`src/hdl/bmf_line_store.sv`:
```
// Column history memory: 2*RADIUS rows per column, registered read,
// write-to-read forwarding and a zeroing sweep after reset. Uses bmf_pkg nothing.
`default_nettype none

module bmf_line_store #(
    parameter int DEPTH = 1024,
    parameter int DW    = 4
) (
    input  wire logic                     clk,
    input  wire logic                     rst_n,
    input  wire logic                     rd_en,
    input  wire logic [$clog2(DEPTH)-1:0] rd_addr,
    input  wire logic                     wr_en,
    input  wire logic [$clog2(DEPTH)-1:0] wr_addr,
    input  wire logic [DW-1:0]            wr_data,
    output logic      [DW-1:0]            rd_data,
    output logic                          busy
);

    localparam int AW = $clog2(DEPTH);

    logic [DW-1:0] mem [DEPTH];
    logic [DW-1:0] mem_q_reg;
    logic [DW-1:0] fwd_data_reg;
    logic          fwd_reg;
    logic          clr_active_reg;
    logic [AW-1:0] clr_addr_reg;

    logic          we;
    logic [AW-1:0] wa;
    logic [DW-1:0] wd;

    always_comb
    begin
        we = clr_active_reg | wr_en;
        wa = clr_active_reg ? clr_addr_reg : wr_addr;
        wd = clr_active_reg ? '0 : wr_data;
    end

    always_ff @(posedge clk)
    begin
        if (we)
        begin
            mem[wa] <= wd;
        end
        if (rd_en)
        begin
            mem_q_reg    <= mem[rd_addr];
            fwd_data_reg <= wr_data;
        end
    end

    // same-edge write to the address being read: take the new data
    always_ff @(posedge clk or negedge rst_n)
    begin
        if (!rst_n)
        begin
            fwd_reg        <= 1'b0;
            clr_active_reg <= 1'b1;
            clr_addr_reg   <= '0;
        end
        else
        begin
            if (rd_en)
            begin
                fwd_reg <= wr_en && (wr_addr == rd_addr);
            end
            if (clr_active_reg)
            begin
                if (clr_addr_reg == AW'(DEPTH - 1))
                begin
                    clr_active_reg <= 1'b0;
                end
                clr_addr_reg <= clr_addr_reg + AW'(1);
            end
        end
    end

    assign rd_data = fwd_reg ? fwd_data_reg : mem_q_reg;
    assign busy    = clr_active_reg;

endmodule

`default_nettype wire

```
`config.mk`:
```
export PLATFORM = sky130hd
export DESIGN_NAME = bmf_line_store
export DESIGN_NICKNAME = d
export VERILOG_FILES = /design/src/hdl/bmf_line_store.sv
export SDC_FILE = /design/constraint.sdc
export NUM_CORES = 2
export LEC_CHECK = 0
export BUFFER_PORTS_ARGS = -buffer_cell sky130_fd_sc_hd__clkbuf_2
export CELL_PAD_IN_SITES_DETAIL_PLACEMENT = 1
export CELL_PAD_IN_SITES_GLOBAL_PLACEMENT = 1
export CORE_ASPECT_RATIO = 0.9
export CORE_MARGIN = 3
export CORE_UTILIZATION = 30
export CTS_CLUSTER_DIAMETER = 80
export CTS_CLUSTER_SIZE = 28
export DETAILED_ROUTE_END_ITERATION = 12
export GPL_ROUTABILITY_DRIVEN = 0
export PLACE_DENSITY_LB_ADDON = 0.1
export SYNTH_ARGS = -nofsm -noshare
export SYNTH_HDL_FRONTEND = slang
export SYNTH_SLANG_ARGS = --single-unit
```
`constraint.sdc`:
```
create_clock -name clk -period 31.9 [get_ports clk]
set_input_delay 1.595 -clock clk [delete_from_list [all_inputs] [get_ports clk]]
set_output_delay 1.595 -clock clk [all_outputs]
set_load 0.005 [all_outputs]
```
==> results.ini <==
[detailed_routing]
drc=0
vias=83620
via_per_inst=5.321
dr.pass1.iters=6
postRouteAntennaNets=0
wl_um=576300
drtIter0Drc=10020
wl_per_cell_um=36.67

[outcome]
outcome=finished clean

[cts]
cts_sinks=4116
cts_tree=done
cts_resized=0
cts-hold-fix-buffers=0
cts_setup_buffers=0
clock-root-buffer=clkbuf_16
clk_path_buf_depth=4
htree_levels=4
cts_buffers=205
clock_latency_ns=1.00
clkTransAtPathRegs_ns=0.10

[timing]
drv_slew=0
hold_viol_final=0
rsz0062_at_grt=false
slew_headroom_pct=3.743
worst_slew_pin_slew_ns=1.429
skew_ns=0.05853
min_period_over_period_pct=23.19
max_freq_mhz=135.2
tns_ns=0
finalCriticalPeriod_ns=7.397
setup_ws_ns=24.50
setup_viol=0

[yosys]
synth_simple_gate_area_share_pct=3.811
avgSynthCellArea_sq_um=19.54
syn_area_sq_um=163500
muxShareOfSynthArea_pct=15.22
synth_fa_ha_area_share_pct=0.007651
syn_inst=8367
yosysUniqueCellTypes=85
synthXorXnorAreaFrac_pct=0.1018
synth_edf_count=4104
synth_top_family_by_area=multiplexers
synth_seq_area_share_pct=75.54
syn_nets=8396
async_reset_ff_share_pct=0.2915
ys_ff_latch=4116
yosysWarnings=0
synth_compound_area_share_pct=3.152
synthFlopType=edfxtp_1

[die]
die_x_um=784.3
rows=256
core_area_sq_um=541600
start_util_pct=30.19
pin_count=33
die-area_sq_um=554000
fp.dieH_um=706.4

[setup_path]
reg2reg_to=mem[179][2]
rrSetupSlack_ns=26.06
critPathRequiredTime_ns=32.74
end_kind=flip-flop
cp.arrival_ns=8.23
r2r-start=busy
critPathLaunchType=input pin
crit_fanout=58
crit_type=in2reg
r2r_cells=6

[layout]
largest_register_ffs=4096
final_nets=8342
final_cell_mix=4104 x edfxtp_1, 1098 x nor2_1, 867 x mux4_2, 471 x mux2i_1, 281 x buf_4
area_growth_pct=9.500
n_fill_cell=53270
layout_commonest_cell=edfxtp_1
layout-drive-gt1-share_pct=19.52

[job]
cap_violations=0

[place]
port_buffers=32
dpl.hpwl_um=361100
pre_cts_slack_ns=23.31

[power]
p_leak_uw=0.05330
pwr-share-clk_pct=33.2
switchingPower_uw=2375
internal_power_uw=7439
p_seq_share_pct=60.6
pwr-share-comb_pct=6.2
power.density_nw_per_um2=54.81
sw_frac_of_total_pct=24.20
peakVddDrop_v=0.00005324

[grt]
first_global_vias=86550
grt_remaining_overflow=0
grt_usage_pct=20.39
antenna_found_initial=102
grt_max_degree=169
grt_pass1_wl_um=780700

[hold_path]
min_path_type=in2async

-- stage by stage --
| step | cells | hold slack [ns] | total power (uW) | area (sq um) | utilization [%] |
|---|---|---|---|---|---|
| 6_report | 15720 | 0.5616 | 9815 | 179100 | 33.06 |
| 5_1_grt | 15700 | 0.5281 | 10120 | 179000 | 33.05 |
| 4_1_cts | 15690 | 0.4757 | 9921 | 179000 | 33.05 |
| 3_5_place_dp | 15330 | 0.5571 | 6693 | 172200 | 31.79 |
| 3_3_place_gp | 15320 | 0.5109 | 6686 | 172100 | 31.77 |
| 2_1_floorplan | 8367 | 0.4781 | 6522 | 163500 | - |
-- power groups by stage --
stage	logic [uW]	clock network, uW	registers (uW)
after global routing	643	3530	5950
after floorplan	336	0	6190
after detailed placement	623	0	6070
after CTS	623	3350	5950
final	610	3260	5950
after global placement	616	0	6070
-- final cells by class --
class / count / area [sq um] / share of cell area (%)
Clock inverter: 139 / 1534 / 0.8566
Clock buffer: 218 / 5264 / 2.940
Inverter: 16 / 80.08 / 0.04472
Multi-Input combinational cell: 3646 / 36970 / 20.64
Tap cell: 7224 / 9039 / 5.048
Sequential cell: 4116 / 123500 / 68.99
Timing Repair Buffer: 328 / 2570 / 1.435
Antenna cell: 30 / 75.07 / 0.04192
-- cell families (layout without fill, tap and decap cells) --
group | after synthesis | count (layout)
buffers and inverters | 605 | 701
xor gates and xnor gates | 19 | 19
DFF | 4116 | 4116
and+or+nand+nor | 1518 | 1518
adders and majority gates | 1 | 1
AOI/OAI and AO/OA | 733 | 733
other | 0 | 30
muxes | 1375 | 1375
-- layer usage --
layer  vias to the layer above  part of all wire [%]  wire (um)  GRT usage (%)
li1                      33930                     -          -              -
met1                     46600                    44     255400          29.33
met2                      2610                    48     274800          33.45
met3                       478                   5.9      33800          2.585
met4                         2                   2.1      12230          3.800
met5                         -                0.0035         20              0
-- Yosys cell counts, drive strengths merged, types with 6 or more instances --
| master | n | area, sq um |
|---|---|---|
| a211oi | 20 | 150.1 |
| a32oi | 13 | 113.9 |
| o32ai | 11 | 96.34 |
| a21oi | 126 | 630.6 |
| o22ai | 123 | 769.5 |
| nor2 | 1106 | 4151 |
| o211ai | 9 | 67.56 |
| o31ai | 13 | 97.59 |
| buf | 295 | 2380 |
| o221ai | 145 | 1270 |
| o21ai | 97 | 485.5 |
| mux2 | 22 | 247.7 |
| a2111oi | 17 | 157.7 |
| dfrtp | 11 | 275.3 |
| edfxtp | 4104 | 123200 |
| xnor2 | 15 | 131.4 |
| a22o | 13 | 113.9 |
| inv | 15 | 56.30 |
| nor4 | 7 | 43.79 |
| clkbuf | 294 | 1104 |
| nand2b | 13 | 81.33 |
| or2 | 9 | 56.31 |
| a22oi | 53 | 397.9 |
| nor2b | 27 | 168.9 |
| nand3b | 8 | 60.06 |
| and2 | 17 | 106.4 |
| nor3 | 69 | 345.3 |
| a31oi | 14 | 87.58 |
| o311ai | 6 | 52.55 |
| mux2i | 471 | 4715 |
| a221oi | 24 | 216.5 |
| nand3 | 41 | 205.2 |
| nand2 | 162 | 610.6 |
| or3 | 22 | 137.6 |
| a211o | 6 | 52.55 |
| nand4 | 19 | 118.9 |
| mux4 | 882 | 19920 |
-- how the worst max path moves through the flow --
stage / start / endpoint / slack [ns] / cells after the start
final: rd_addr[0] / mem_q_reg[0] / 24.50 / 14
after global routing: rd_addr[0] / mem_q_reg[0] / 24.03 / 14
after CTS: rd_addr[0] / mem_q_reg[0] / 24.39 / 14
after detailed placement: rd_addr[0] / mem_q_reg[0] / 23.31 / 14
after global placement: rd_addr[0] / mem_q_reg[0] / 23.31 / 14
after floorplan: busy / mem[0][0] / 0.64 / 6
-- worst max-delay path, cell delays in order --
cell	delay [ns]
buf_12	0.29
buf_4	0.52
buf_4	0.64
buf_4	0.62
buf_4	0.75
buf_4	0.88
mux2i_1	0.21
o221ai_1	0.31
o22ai_1	0.15
a22o_1	0.26
a211o_1	0.27
o21ai_0	1.09
a32oi_1	0.23
nand3_1	0.14
Note: power is estimated with default switching activity, not from simulation.
