--- src/hdl/bmf_pkg.sv ---
// Shared constants for the binary morphology filter: register map, field widths,
// reset values and mode codes. No dependencies.
`default_nettype none

package bmf_pkg;

    // Field and register widths
    localparam int FW_W    = 11;   // frame_width register
    localparam int FH_W    = 12;   // frame_height register, also the output row counter
    localparam int MASK_W  = 25;   // structuring element register
    localparam int DATA_W  = 32;   // configuration data bus
    localparam int PADDR_W = 4;    // four 32-bit registers

    // Defaults for the top level parameters
    localparam int MAX_WIDTH_DEF = 1024;
    localparam int RADIUS_DEF    = 2;

    // Register indexes (byte address = 4 * index)
    localparam logic [1:0] REG_MODE   = 2'd0;
    localparam logic [1:0] REG_MASK   = 2'd1;
    localparam logic [1:0] REG_WIDTH  = 2'd2;
    localparam logic [1:0] REG_HEIGHT = 2'd3;

    // Mode codes
    localparam logic MODE_ERODE  = 1'b0;
    localparam logic MODE_DILATE = 1'b1;

    // Reset values: 3x3 center square, VGA frame
    localparam logic [MASK_W-1:0] MASK_RESET   = 25'h0739C0;
    localparam logic [FW_W-1:0]   WIDTH_RESET  = 11'd640;
    localparam logic [FH_W-1:0]   HEIGHT_RESET = 12'd480;

endpackage

`default_nettype wire

--- src/hdl/bmf_kernel.sv ---
// Window register and erosion/dilation decision for one output position.
// Depends on bmf_pkg (widths, mode codes).
`default_nettype none

module bmf_kernel #(
    parameter int RADIUS = 2,
    parameter int CW     = 10
) (
    input  wire logic                       clk,
    input  wire logic                       rst_n,
    input  wire logic                       shift_en,
    input  wire logic [2*RADIUS:0]          new_col,
    input  wire logic                       mode,
    input  wire logic [bmf_pkg::MASK_W-1:0] se_mask,
    input  wire logic [bmf_pkg::FW_W-1:0]   w,
    input  wire logic [bmf_pkg::FH_W-1:0]   h,
    input  wire logic [bmf_pkg::FH_W-1:0]   row,
    input  wire logic [CW-1:0]              col,
    output logic                            result
);

    localparam int SIDE = 2 * RADIUS + 1;
    localparam int WIN  = SIDE * SIDE;
    localparam int RW   = bmf_pkg::FH_W + 2;
    localparam int CX   = ((bmf_pkg::FW_W > CW) ? bmf_pkg::FW_W : CW) + 2;

    logic [WIN-1:0]  window_reg;
    logic [WIN-1:0]  window_next;
    logic [SIDE-1:0] row_ok;
    logic [SIDE-1:0] col_ok;
    logic [WIN-1:0]  sel;
    logic [WIN-1:0]  hit;
    logic            center;

    // oldest column in the low bits, newest column enters at the top
    assign window_next = (window_reg >> SIDE) | {new_col, {(WIN - SIDE){1'b0}}};

    always_ff @(posedge clk or negedge rst_n)
    begin
        if (!rst_n)
        begin
            window_reg <= '0;
        end
        else if (shift_en)
        begin
            window_reg <= window_next;
        end
    end

    // frame bounds per row / column offset; index i stands for offset i-RADIUS
    always_comb
    begin
        for (int i = 0; i < SIDE; i++)
        begin
            row_ok[i] = (RW'(row) + RW'(i) >= RW'(RADIUS)) &&
                        (RW'(row) + RW'(i) <  RW'(h) + RW'(RADIUS));
            col_ok[i] = (CX'(col) + CX'(i) >= CX'(RADIUS)) &&
                        (CX'(col) + CX'(i) <  CX'(w) + CX'(RADIUS));
        end
    end

    // i: row offset index, j: column offset index. Dilation uses the reflected mask.
    for (genvar i = 0; i < SIDE; i++)
    begin : g_row
        for (genvar j = 0; j < SIDE; j++)
        begin : g_col
            localparam int KE = i * SIDE + j;
            localparam int KD = (SIDE - 1 - i) * SIDE + (SIDE - 1 - j);
            logic me;
            logic md;
            if (KE < bmf_pkg::MASK_W)
            begin : g_me
                assign me = se_mask[KE];
            end
            else
            begin : g_me0
                assign me = 1'b0;
            end
            if (KD < bmf_pkg::MASK_W)
            begin : g_md
                assign md = se_mask[KD];
            end
            else
            begin : g_md0
                assign md = 1'b0;
            end
            assign sel[KE] = (mode == bmf_pkg::MODE_DILATE) ? md : me;
            assign hit[KE] = row_ok[i] & col_ok[j] & window_next[j * SIDE + i];
        end
    end

    assign center = window_next[RADIUS * SIDE + RADIUS];

    always_comb
    begin
        case (mode)
            bmf_pkg::MODE_ERODE:  result = center & (&(~sel | hit));
            bmf_pkg::MODE_DILATE: result = center | (|(sel & hit));
            default:              result = 1'b0;
        endcase
    end

endmodule

`default_nettype wire

--- config.mk ---
export PLATFORM = sky130hd
export DESIGN_NAME = bmf_kernel
export DESIGN_NICKNAME = d
export VERILOG_FILES = /design/src/hdl/bmf_pkg.sv /design/src/hdl/bmf_kernel.sv
export SDC_FILE = /design/constraint.sdc
export NUM_CORES = 1
export LEC_CHECK = 0
export BUFFER_PORTS_ARGS = -buffer_cell sky130_fd_sc_hd__clkbuf_2
export CORE_MARGIN = 2
export CORE_UTILIZATION = 35
export CTS_CLUSTER_DIAMETER = 120
export DETAILED_ROUTE_END_ITERATION = 7
export GPL_ROUTABILITY_DRIVEN = 0
export PLACE_DENSITY = 0.5
export SLEW_MARGIN = 10
export SYNTH_ARGS = -nofsm -noshare
export SYNTH_HDL_FRONTEND = slang
export SYNTH_SLANG_ARGS = --single-unit
--- constraint.sdc ---
create_clock -name clk -period 5.4 [get_ports clk]
set_input_delay 0.54 -clock clk [delete_from_list [all_inputs] [get_ports clk]]
set_output_delay 0.54 -clock clk [all_outputs]
set_load 0.03 [all_outputs]
==> results of run 1 <==
## per-layer routing
metal | GRT usage | wire, um | vias up
li1 | - | - | 3410
met1 | 0.320 | 10800 | 3101
met2 | 0.344 | 9670 | 258
met3 | 0.0183 | 1310 | 36
met4 | 0.0489 | 456 | 0
met5 | 0 | 0 | -
## synth_stat cells, drive strengths merged, types with 3 or more instances
library cell,count,area share
a2111oi,12,0.020
a211oi,11,0.013
a21o,12,0.014
a21oi,42,0.032
a221o,3,0.0046
a22oi,3,0.0034
a31oi,14,0.013
and2,11,0.010
and3,10,0.0095
and4,6,0.0080
buf,16,0.011
clkbuf,20,0.011
dfrtp,20,0.076
ha,132,0.25
inv,34,0.019
mux2,19,0.033
mux2i,21,0.032
nand2,57,0.033
nand2b,6,0.0057
nand3,40,0.031
nand3b,4,0.0046
nand4,34,0.032
nand4b,4,0.0053
nand4bb,3,0.0051
nor2,45,0.026
nor2b,9,0.0086
nor3,28,0.021
nor3b,3,0.0034
nor4,16,0.015
nor4b,12,0.016
o2111ai,3,0.0040
o21a,5,0.0057
o21ai,41,0.031
o221ai,5,0.0067
o22ai,5,0.0048
o311ai,4,0.0053
o31ai,9,0.010
or2,3,0.0029
or3,8,0.0076
or4,4,0.0051
or4b,5,0.0076
xnor2,41,0.055
xor2,33,0.044
## cell type report
type / count / area, sq um
clock buffers: 3 / 75.1
fillers: 1921 / 11100
inverters: 35 / 131
multi-input cells: 753 / 5800
flip-flops and latches: 20 / 500
well taps: 234 / 293
repair buffers: 119 / 696
## kinds of logic (layout without fill, tap and decap cells)
| kind of cell | after synthesis | after routing | synth area share |
|---|---|---|---|
| AO/OA/AOI/OAI | 194 | 194 | 0.202 |
| XOR/XNOR | 74 | 74 | 0.0985 |
| flip-flops | 20 | 20 | 0.0760 |
| adder cells (fa/ha/maj) | 133 | 133 | 0.252 |
| AND/OR/NAND/NOR | 312 | 312 | 0.264 |
| multiplexers | 40 | 40 | 0.0644 |
| buffers and inverters | 71 | 157 | 0.0426 |
## power breakdown
| part | switching [W] | internal (W) | total, W | leakage [nW] |
|---|---|---|---|---|
| Sequential | 0.0000264 | 0.000175 | 0.000201 | 0.237 |
| Combinational | 0.000363 | 0.000261 | 0.000624 | 3.01 |
| Clock | 0.0000539 | 0.0000977 | 0.000152 | 0.0370 |
| Total | 0.000443 | 0.000533 | 0.000976 | 3.28 |
## final timing paths
path | end | startpoint | cells past startpoint | slack, ns
max | result | row[1] | 16 | 0.26
max reg2reg | window_reg[16] | window_reg[21] | 1 | 4.57
min | window_reg[11] | rst_n | 1 | 0.26
min reg2reg | window_reg[6] | window_reg[6] | 1 | 0.53
max in group asynchronous | window_reg[12] | rst_n | 1 | 4.77
min in group clk | window_reg[6] | window_reg[6] | 1 | 0.53
## per-stage QoR
stage / util / hold slack [ns] / total power [W] / worst slack [ns]
floorplan: - / 0.244 / 0.000598 / 0.842
finish: 0.404 / 0.263 / 0.000976 / 0.260
global route: 0.404 / 0.305 / 0.00106 / 0.0115
global placement: 0.399 / 0.527 / 0.000824 / 0.310
CTS: 0.403 / 0.279 / 0.000976 / 0.300
detailed placement: 0.399 / 0.504 / 0.000818 / 0.319
## timing repair
action,in CTS,in global routing
setup endpoints to repair,0,1
gates resized for setup,0,1
hold buffers,0,0
==> impl_metrics.csv, run 1 <==
group,metric,value,unit
status,outcome,"finished, final reports clean",
timing,max-slew-margin-rel,0.458,
clock_network,numCtsBuffers,3,
power_and_ir_drop,vdd_drop_max,0.0000793,V
routing,drt-pass1-iter-count,7,
clock_network,cts.reportedPaths.clkPinSlew,0.05,ns
timing,hold_viol_final,0,
global_route,grt.total_usage,0.218,
power_and_ir_drop,powerDensity,130,nW/um^2
setup_path,cp_max_fo,11,
synthesis,yosysUniqueCellTypes,76,
setup_path,path_cells,"clkbuf_2 -> ha_1 -> a21oi_1 -> or2_2 -> xnor2_1 -> ha_1 -> a21o_1 -> a31oi_1 -> o21ai_0 -> a221oi_1 -> o31a_1 -> nand3_1 -> a222oi_1 -> nand4_1 -> o21ai_1 -> clkbuf_2",
clock_network,clock_sinks,20,
synthesis,syn_area,6580,sq um
timing,skew,0.00180,ns
floorplan,initial_core_util,0.354,
finish,fin_cells,1164,
routing,num_vias,6805,
timing,fmax,0.195,GHz
routing,first_iter_violations,599,
timing,post-route-min-period,5.14,ns
routing,antenna_left,0,
setup_path,crit_required,4.86,ns
flow_run,drv_cap,0,
setup_path,slowest_delay,0.43,ns
timing,setup_tns,0,ns
timing,period_share,0.952,
min_path,hold_class,"primary input to asynchronous set/reset pin",
setup_path,critPathTopFamily,"compound AO/OA/AOI/OAI gates",
routing,wl,22.2,mm
finish,largest_register_ffs,20,
setup_path,crit_path_end_kind,"output port",
timing,tightestPinTransition,0.813,ns
floorplan,die_y,141,um
synthesis,synthArstFlopShare,1.00,
floorplan,dieArea,19900,sq um
clock_network,insertion_delay,0.25,ns
timing,rsz0062_at_grt,"no",
place,hpwl,18.5,mm
timing,final-max-slew-violation-count,0,
floorplan,rows,50,
synthesis,ys_seq_area_frac,0.0760,
place,numPortBuffers,79,
routing,drc,0,
clock_network,cts-root-buf,"clkbuf_16",
timing,setup_viol_count_final,0,
synthesis,synth_nets,1055,
setup_path,path_class,"primary input to output port",
power_and_ir_drop,p_leak,3.28,nW
finish,stdcell_area,7500,sq um
global_route,grt_pass1_vias,6287,
synthesis,synth.avg_cell_area,7.80,sq um
global_route,antenna_found_initial,0,
finish,antenna_cells,0,
place,dpl.cell_count,1161,
place,post_dp_cell_area,7420,sq um
setup_path,cp_data_arrival_time,4.60,ns
global_route,grt_start_max_net_pins,31,
clock_network,cts_tree,"yes",
setup_path,crit_buf_inv,2,
synthesis,synth-seq-cells,20,
floorplan,core,18600,sq um
clock_network,ctsHtreeMaxLevel,1,
global_route,grt_pass1_wl,34.9,mm
setup_path,slowest_stage,"a222oi_1",
routing,wl_per_cell,19.1,um
routing,via_per_inst,5.85,
setup_path,start_kind,"primary input",
floorplan,fp.dieW,141,um
clock_network,cts_setup_buffers,0,
finish,mostFrequentLayoutCells,"ha_1 (132), clkbuf_2 (79), nand2_1 (57), nor2_1 (44)",
finish,syn_to_final_growth,14.0,%
synthesis,synth-main-ff-cell,"dfrtp_1",
synthesis,yosys_warnings,0,
finish,final_common_cell,"ha_1",
finish,nets,1143,
clock_network,clock_path_buffers,2,
finish,drive_gt1_frac,0.173,
floorplan,ios,80,
synthesis,synth_edf_count,0,
synthesis,syn-instance-count,844,
global_route,overflow,0,
(Power assumes the default switching activity.)
==> inputs of run 2 (changes only) <==
RECOVER_POWER = 100   (was default)
==> run 2 against run 1 <==
Die area unchanged. Sequential share of layout area barely moved. Power is essentially flat. Clock-buffer cell count stayed put. Critical path type unchanged. Via count rose by 0.12%. Flip-flop and latch count unchanged. Fmax down 0.30%. Register-to-register slack about the same. Critical endpoint unchanged.
==> impl_metrics.csv, run 2 (synthesis results as in run 1) <==
group,metric,value,unit
setup_path,cp.depth,16,
setup_path,reg2regPathDepth,1,
routing,num_vias,6813,
clock_network,ctsHtreeMaxLevel,1,
setup_path,crit_path_end_kind,"output port",
timing,rsz0062_at_grt,"no",
timing,tightestPinTransition,1.18,ns
routing,wl,22.2,mm
finish,syn_to_final_growth,13.9,%
power_and_ir_drop,switching_power,0.000443,W
setup_path,slowest_stage,"a222oi_1",
routing,first_iter_violations,600,
finish,nets,1143,
floorplan,ios,80,
routing,drt-pass1-iter-count,8,
power_and_ir_drop,comb_power_share,0.639,
setup_path,crit_required,4.86,ns
finish,finish.utilization,0.404,
setup_path,path_cells,"clkbuf_2 -> ha_1 -> a21oi_1 -> or2_2 -> xnor2_1 -> ha_1 -> a21o_1 -> a31oi_1 -> o21ai_0 -> a221oi_1 -> o31a_1 -> nand3_1 -> a222oi_1 -> nand4_1 -> o21ai_1 -> clkbuf_2",
finish,drive_gt1_frac,0.171,
clock_network,cts_setup_buffers,0,
setup_path,cp_data_arrival_time,4.62,ns
finish,antenna_cells,0,
clock_network,postCtsHoldBufs,0,
place,hpwl,18.5,mm
status,outcome,"finished, final reports clean",
floorplan,rows,50,
clock_network,cts-root-buf,"clkbuf_16",
global_route,overflow,0,
finish,largest_register_ffs,20,
global_route,grt_pass1_wl,34.9,mm
setup_path,path_class,"primary input to output port",
floorplan,initial_core_util,0.354,
timing,hold_viol_final,0,
global_route,antenna_found_initial,0,
clock_network,clock_path_buffers,2,
clock_network,insertion_delay,0.25,ns
clock_network,cts.reportedPaths.clkPinSlew,0.05,ns
power_and_ir_drop,p_leak,3.28,nW
timing,max-slew-margin-rel,0.211,
power_and_ir_drop,p_int,0.000533,W
setup_path,slowest_delay,0.43,ns
min_path,hold_class,"primary input to asynchronous set/reset pin",
setup_path,start_kind,"primary input",
setup_path,critPathTopFamily,"compound AO/OA/AOI/OAI gates",
timing,setup_tns,0,ns
setup_path,cp_max_fo,11,
power_and_ir_drop,finalPower,0.000977,W
floorplan,die_y,141,um
routing,via_per_inst,5.85,
setup_path,rrSetupSlack,4.56,ns
setup_path,reg2reg_to,"window_reg[15]",
finish,final_common_cell,"ha_1",
routing,antenna_left,0,
timing,fin_hold_ws,0.501,ns
timing,setup_viol_count_final,0,
routing,drc,0,
place,numPortBuffers,79,
clock_network,numCtsBuffers,3,
setup_path,crit_buf_inv,2,
floorplan,core,18600,sq um
power_and_ir_drop,power_frac_seq,0.206,
timing,post-route-min-period,5.16,ns
timing,fmax,0.194,GHz
finish,mostFrequentLayoutCells,"ha_1 (132), clkbuf_2 (77), nand2_1 (57), nor2_1 (44)",
setup_path,timing.rr.start,"window_reg[20]",
clock_network,cts_tree,"yes",
timing,skew,0.00178,ns
place,dpl.cell_count,1161,
clock_network,clock_sinks,20,
power_and_ir_drop,powerDensity,130,nW/um^2
timing,final-max-slew-violation-count,0,
global_route,grt_start_max_net_pins,31,
floorplan,dieArea,19900,sq um
timing,period_share,0.955,
global_route,grt.total_usage,0.218,
finish,fin_cells,1164,
global_route,grt_pass1_vias,6287,
flow_run,drv_cap,0,
power_and_ir_drop,p_clk_frac,0.155,
power_and_ir_drop,vdd_drop_max,0.0000795,V
floorplan,fp.dieW,141,um
power_and_ir_drop,p_sw_frac,0.454,
routing,wl_per_cell,19.1,um
## run 2: cell type report
cell class / instances / area [sq um]
tap: 234 / 293
multi-input combinational: 753 / 5800
fill: 1923 / 11100
clock buffer: 3 / 75.1
timing repair buffer: 119 / 693
inverter: 35 / 131
sequential: 20 / 500
## run 2: worst max-delay path by stage
stage / start / to / slack, ns
after detailed placement: col[1] / result / 0.32
after global placement: col[1] / result / 0.31
after CTS: col[1] / result / 0.30
after global routing: h[1] / result / 0.01
final: row[1] / result / 0.24
after floorplan: row[4] / result / 0.84
## run 2: metrics by stage
step	setup WS, ns	area [sq um]
2_1_floorplan	0.842	6580
3_3_place_gp	0.310	7420
6_report	0.245	7500
5_1_grt	0.0115	7500
3_5_place_dp	0.319	7420
4_1_cts	0.300	7500
## run 2: what timing repair did
item,CTS,global route
gates resized for setup,0,1
hold endpoints to repair,0,0
setup endpoints to repair,0,1
## run 2: metal layers
| layer | track usage | vias up | wire, um |
|---|---|---|---|
| li1 | - | 3415 | - |
| met1 | 0.320 | 3093 | 10700 |
| met2 | 0.344 | 266 | 9670 |
| met3 | 0.0183 | 39 | 1370 |
| met4 | 0.0489 | 0 | 456 |
| met5 | 0 | - | 0 |
## run 2: power groups by stage
stage                     Clock (W)  Sequential (W)  Combinational, W
after CTS                  0.000157        0.000201          0.000619
final                      0.000152        0.000201          0.000624
after global placement            0        0.000204          0.000620
after global routing       0.000162        0.000204          0.000698
after detailed placement          0        0.000203          0.000615
after floorplan                   0        0.000191          0.000406
==> inputs of run 3 (changes only) <==
CORE_UTILIZATION = 40   (was 35)
PLACE_DENSITY = 0.55   (was 0.5)
==> run 3 against run 2 <==
Die area shrank 12%. Global-route usage grew 2.6 points. Fmax is 1.0% higher. Worst setup slack better by 0.053 ns. Power fell by 0.55%. Flip-flop and latch count stayed put.
==> impl_metrics.csv, run 3 (synthesis results as in run 1) <==
group,metric,value,unit
min_path,hold_class,"primary input to asynchronous set/reset pin",
timing,fmax,0.196,GHz
setup_path,path_class,"primary input to output port",
setup_path,cp_data_arrival_time,4.56,ns
place,numPortBuffers,79,
power_and_ir_drop,comb_power_share,0.638,
finish,fin_cells,1146,
setup_path,slowest_stage,"or4_1",
setup_path,timing.rr.start,"window_reg[22]",
power_and_ir_drop,p_clk_frac,0.155,
power_and_ir_drop,powerDensity,129,nW/um^2
routing,wl_per_cell,18.8,um
finish,largest_register_ffs,20,
floorplan,fp.dieW,132,um
routing,drt-pass1-iter-count,6,
setup_path,rrSetupSlack,4.56,ns
finish,final_common_cell,"ha_1",
finish,regArea,500,sq um
setup_path,start_kind,"primary input",
finish,n_fill_cell,1696,
timing,hold_viol_final,0,
clock_network,clock_path_buffers,2,
setup_path,cp_max_fo,11,
power_and_ir_drop,switching_power,0.000439,W
clock_network,ctsHtreeMaxLevel,1,
place,dpl.cell_count,1141,
routing,via_per_inst,5.95,
setup_path,crit_path_end_kind,"output port",
floorplan,core,16000,sq um
clock_network,clock_sinks,20,
setup_path,path_cells,"clkbuf_2 -> inv_1 -> buf_4 -> ha_1 -> or4_1 -> nand2_1 -> ha_1 -> a21boi_0 -> a2111oi_0 -> a21oi_1 -> nor2_2 -> a31oi_1 -> a2111oi_1 -> nand4_1 -> o21ai_1 -> clkbuf_2",
routing,drc,0,
flow_run,drv_cap,0,
routing,first_iter_violations,635,
timing,setup_viol_count_final,0,
finish,mostFrequentLayoutCells,"ha_1 (131), clkbuf_2 (77), nand2_1 (57), nor2_1 (42)",
power_and_ir_drop,p_int,0.000532,W
finish,stdcell_area,7500,sq um
timing,setup_tns,0,ns
status,outcome,"finished, final reports clean",
global_route,grt_start_max_net_pins,31,
global_route,grt_pass1_wl,34.9,mm
place,hpwl,17.9,mm
global_route,grt.total_usage,0.244,
power_and_ir_drop,vdd_drop_max,0.0000978,V
timing,skew,0.00169,ns
clock_network,cts-root-buf,"clkbuf_16",
finish,nets,1143,
clock_network,numCtsBuffers,3,
finish,syn_to_final_growth,14.0,%
finish,antenna_cells,0,
timing,max-slew-margin-rel,0.232,
timing,tightestPinTransition,1.15,ns
power_and_ir_drop,power_frac_seq,0.207,
clock_network,cts_tree,"yes",
timing,post-route-min-period,5.10,ns
floorplan,die_y,132,um
floorplan,initial_core_util,0.411,
power_and_ir_drop,p_sw_frac,0.452,
clock_network,insertion_delay,0.25,ns
routing,num_vias,6819,
finish,multi_input_area,5830,sq um
global_route,overflow,0,
routing,wl,21.5,mm
timing,period_share,0.945,
finish,drive_gt1_frac,0.177,
setup_path,slowest_delay,0.56,ns
global_route,grt_pass1_vias,6368,
global_route,antenna_found_initial,0,
place,post_dp_cell_area,7380,sq um
setup_path,crit_required,4.86,ns
floorplan,rows,46,
setup_path,reg2reg_to,"window_reg[17]",
power_and_ir_drop,finalPower,0.000971,W
floorplan,dieArea,17500,sq um
floorplan,ios,80,
power_and_ir_drop,p_leak,3.28,nW
routing,antenna_left,0,
clock_network,cts.reportedPaths.clkPinSlew,0.05,ns
setup_path,reg2regPathDepth,1,
timing,final-max-slew-violation-count,0,
[run 3: cell counts in the layout (fill, tap and decap cells not counted)]
No cell type changed its count.
[run 3: power by group through the flow]
stage          combinational [W]  clock (W)  sequential, W
2_1_floorplan           0.000406          0       0.000191
3_3_place_gp            0.000610          0       0.000202
3_5_place_dp            0.000608          0       0.000202
4_1_cts                 0.000612   0.000155       0.000200
5_1_grt                 0.000694   0.000162       0.000205
6_report                0.000619   0.000151       0.000201
[run 3: metal layers]
layer,track usage,routed length (um),share of wire,vias up
li1,-,-,-,3411
met2,0.376,9210,0.43,249
met3,0.0215,1210,0.056,28
met1,0.370,10800,0.50,3131
met5,0,0,0,-
met4,0.0430,301,0.014,0
[run 3: stage by stage]
stage,hold WS [ns],util,worst slack [ns]
floorplan,0.244,-,0.842
detailed placement,0.514,0.461,0.289
CTS,0.273,0.466,0.253
finish,0.483,0.469,0.297
global route,0.561,0.469,-0.00830
global placement,0.530,0.461,0.285
[run 3: area by class of cell]
cell class	instances	share of cell area
Sequential cell	20	0.0667
Tap cell	216	0.0360
Timing Repair Buffer	119	0.0924
Clock buffer	3	0.0100
Inverter	35	0.0175
Multi-Input combinational cell	753	0.777
[run 3: how the worst max path moves through the flow]
stage | startpoint | to | slack [ns]
floorplan | row[4] | result | 0.84
global placement | col[1] | result | 0.28
detailed placement | col[1] | result | 0.29
CTS | col[1] | result | 0.25
global route | row[2] | result | -0.008
finish | col[1] | result | 0.30
[run 3: worst max-delay path, delay by kind of cell]
kind | cells | cell delay, ns
compound gates | 6 | 1.61
buf+inv | 4 | 0.71
simple gates | 4 | 1.15
fa+ha+maj | 2 | 0.54
[run 3: timing repair]
action | CTS | global route
hold endpoints to repair | 0 | 0
hold buffers | 0 | 0
buffers inserted | 0 | 2
setup endpoints to repair | 0 | 1
resized for setup | 0 | 8
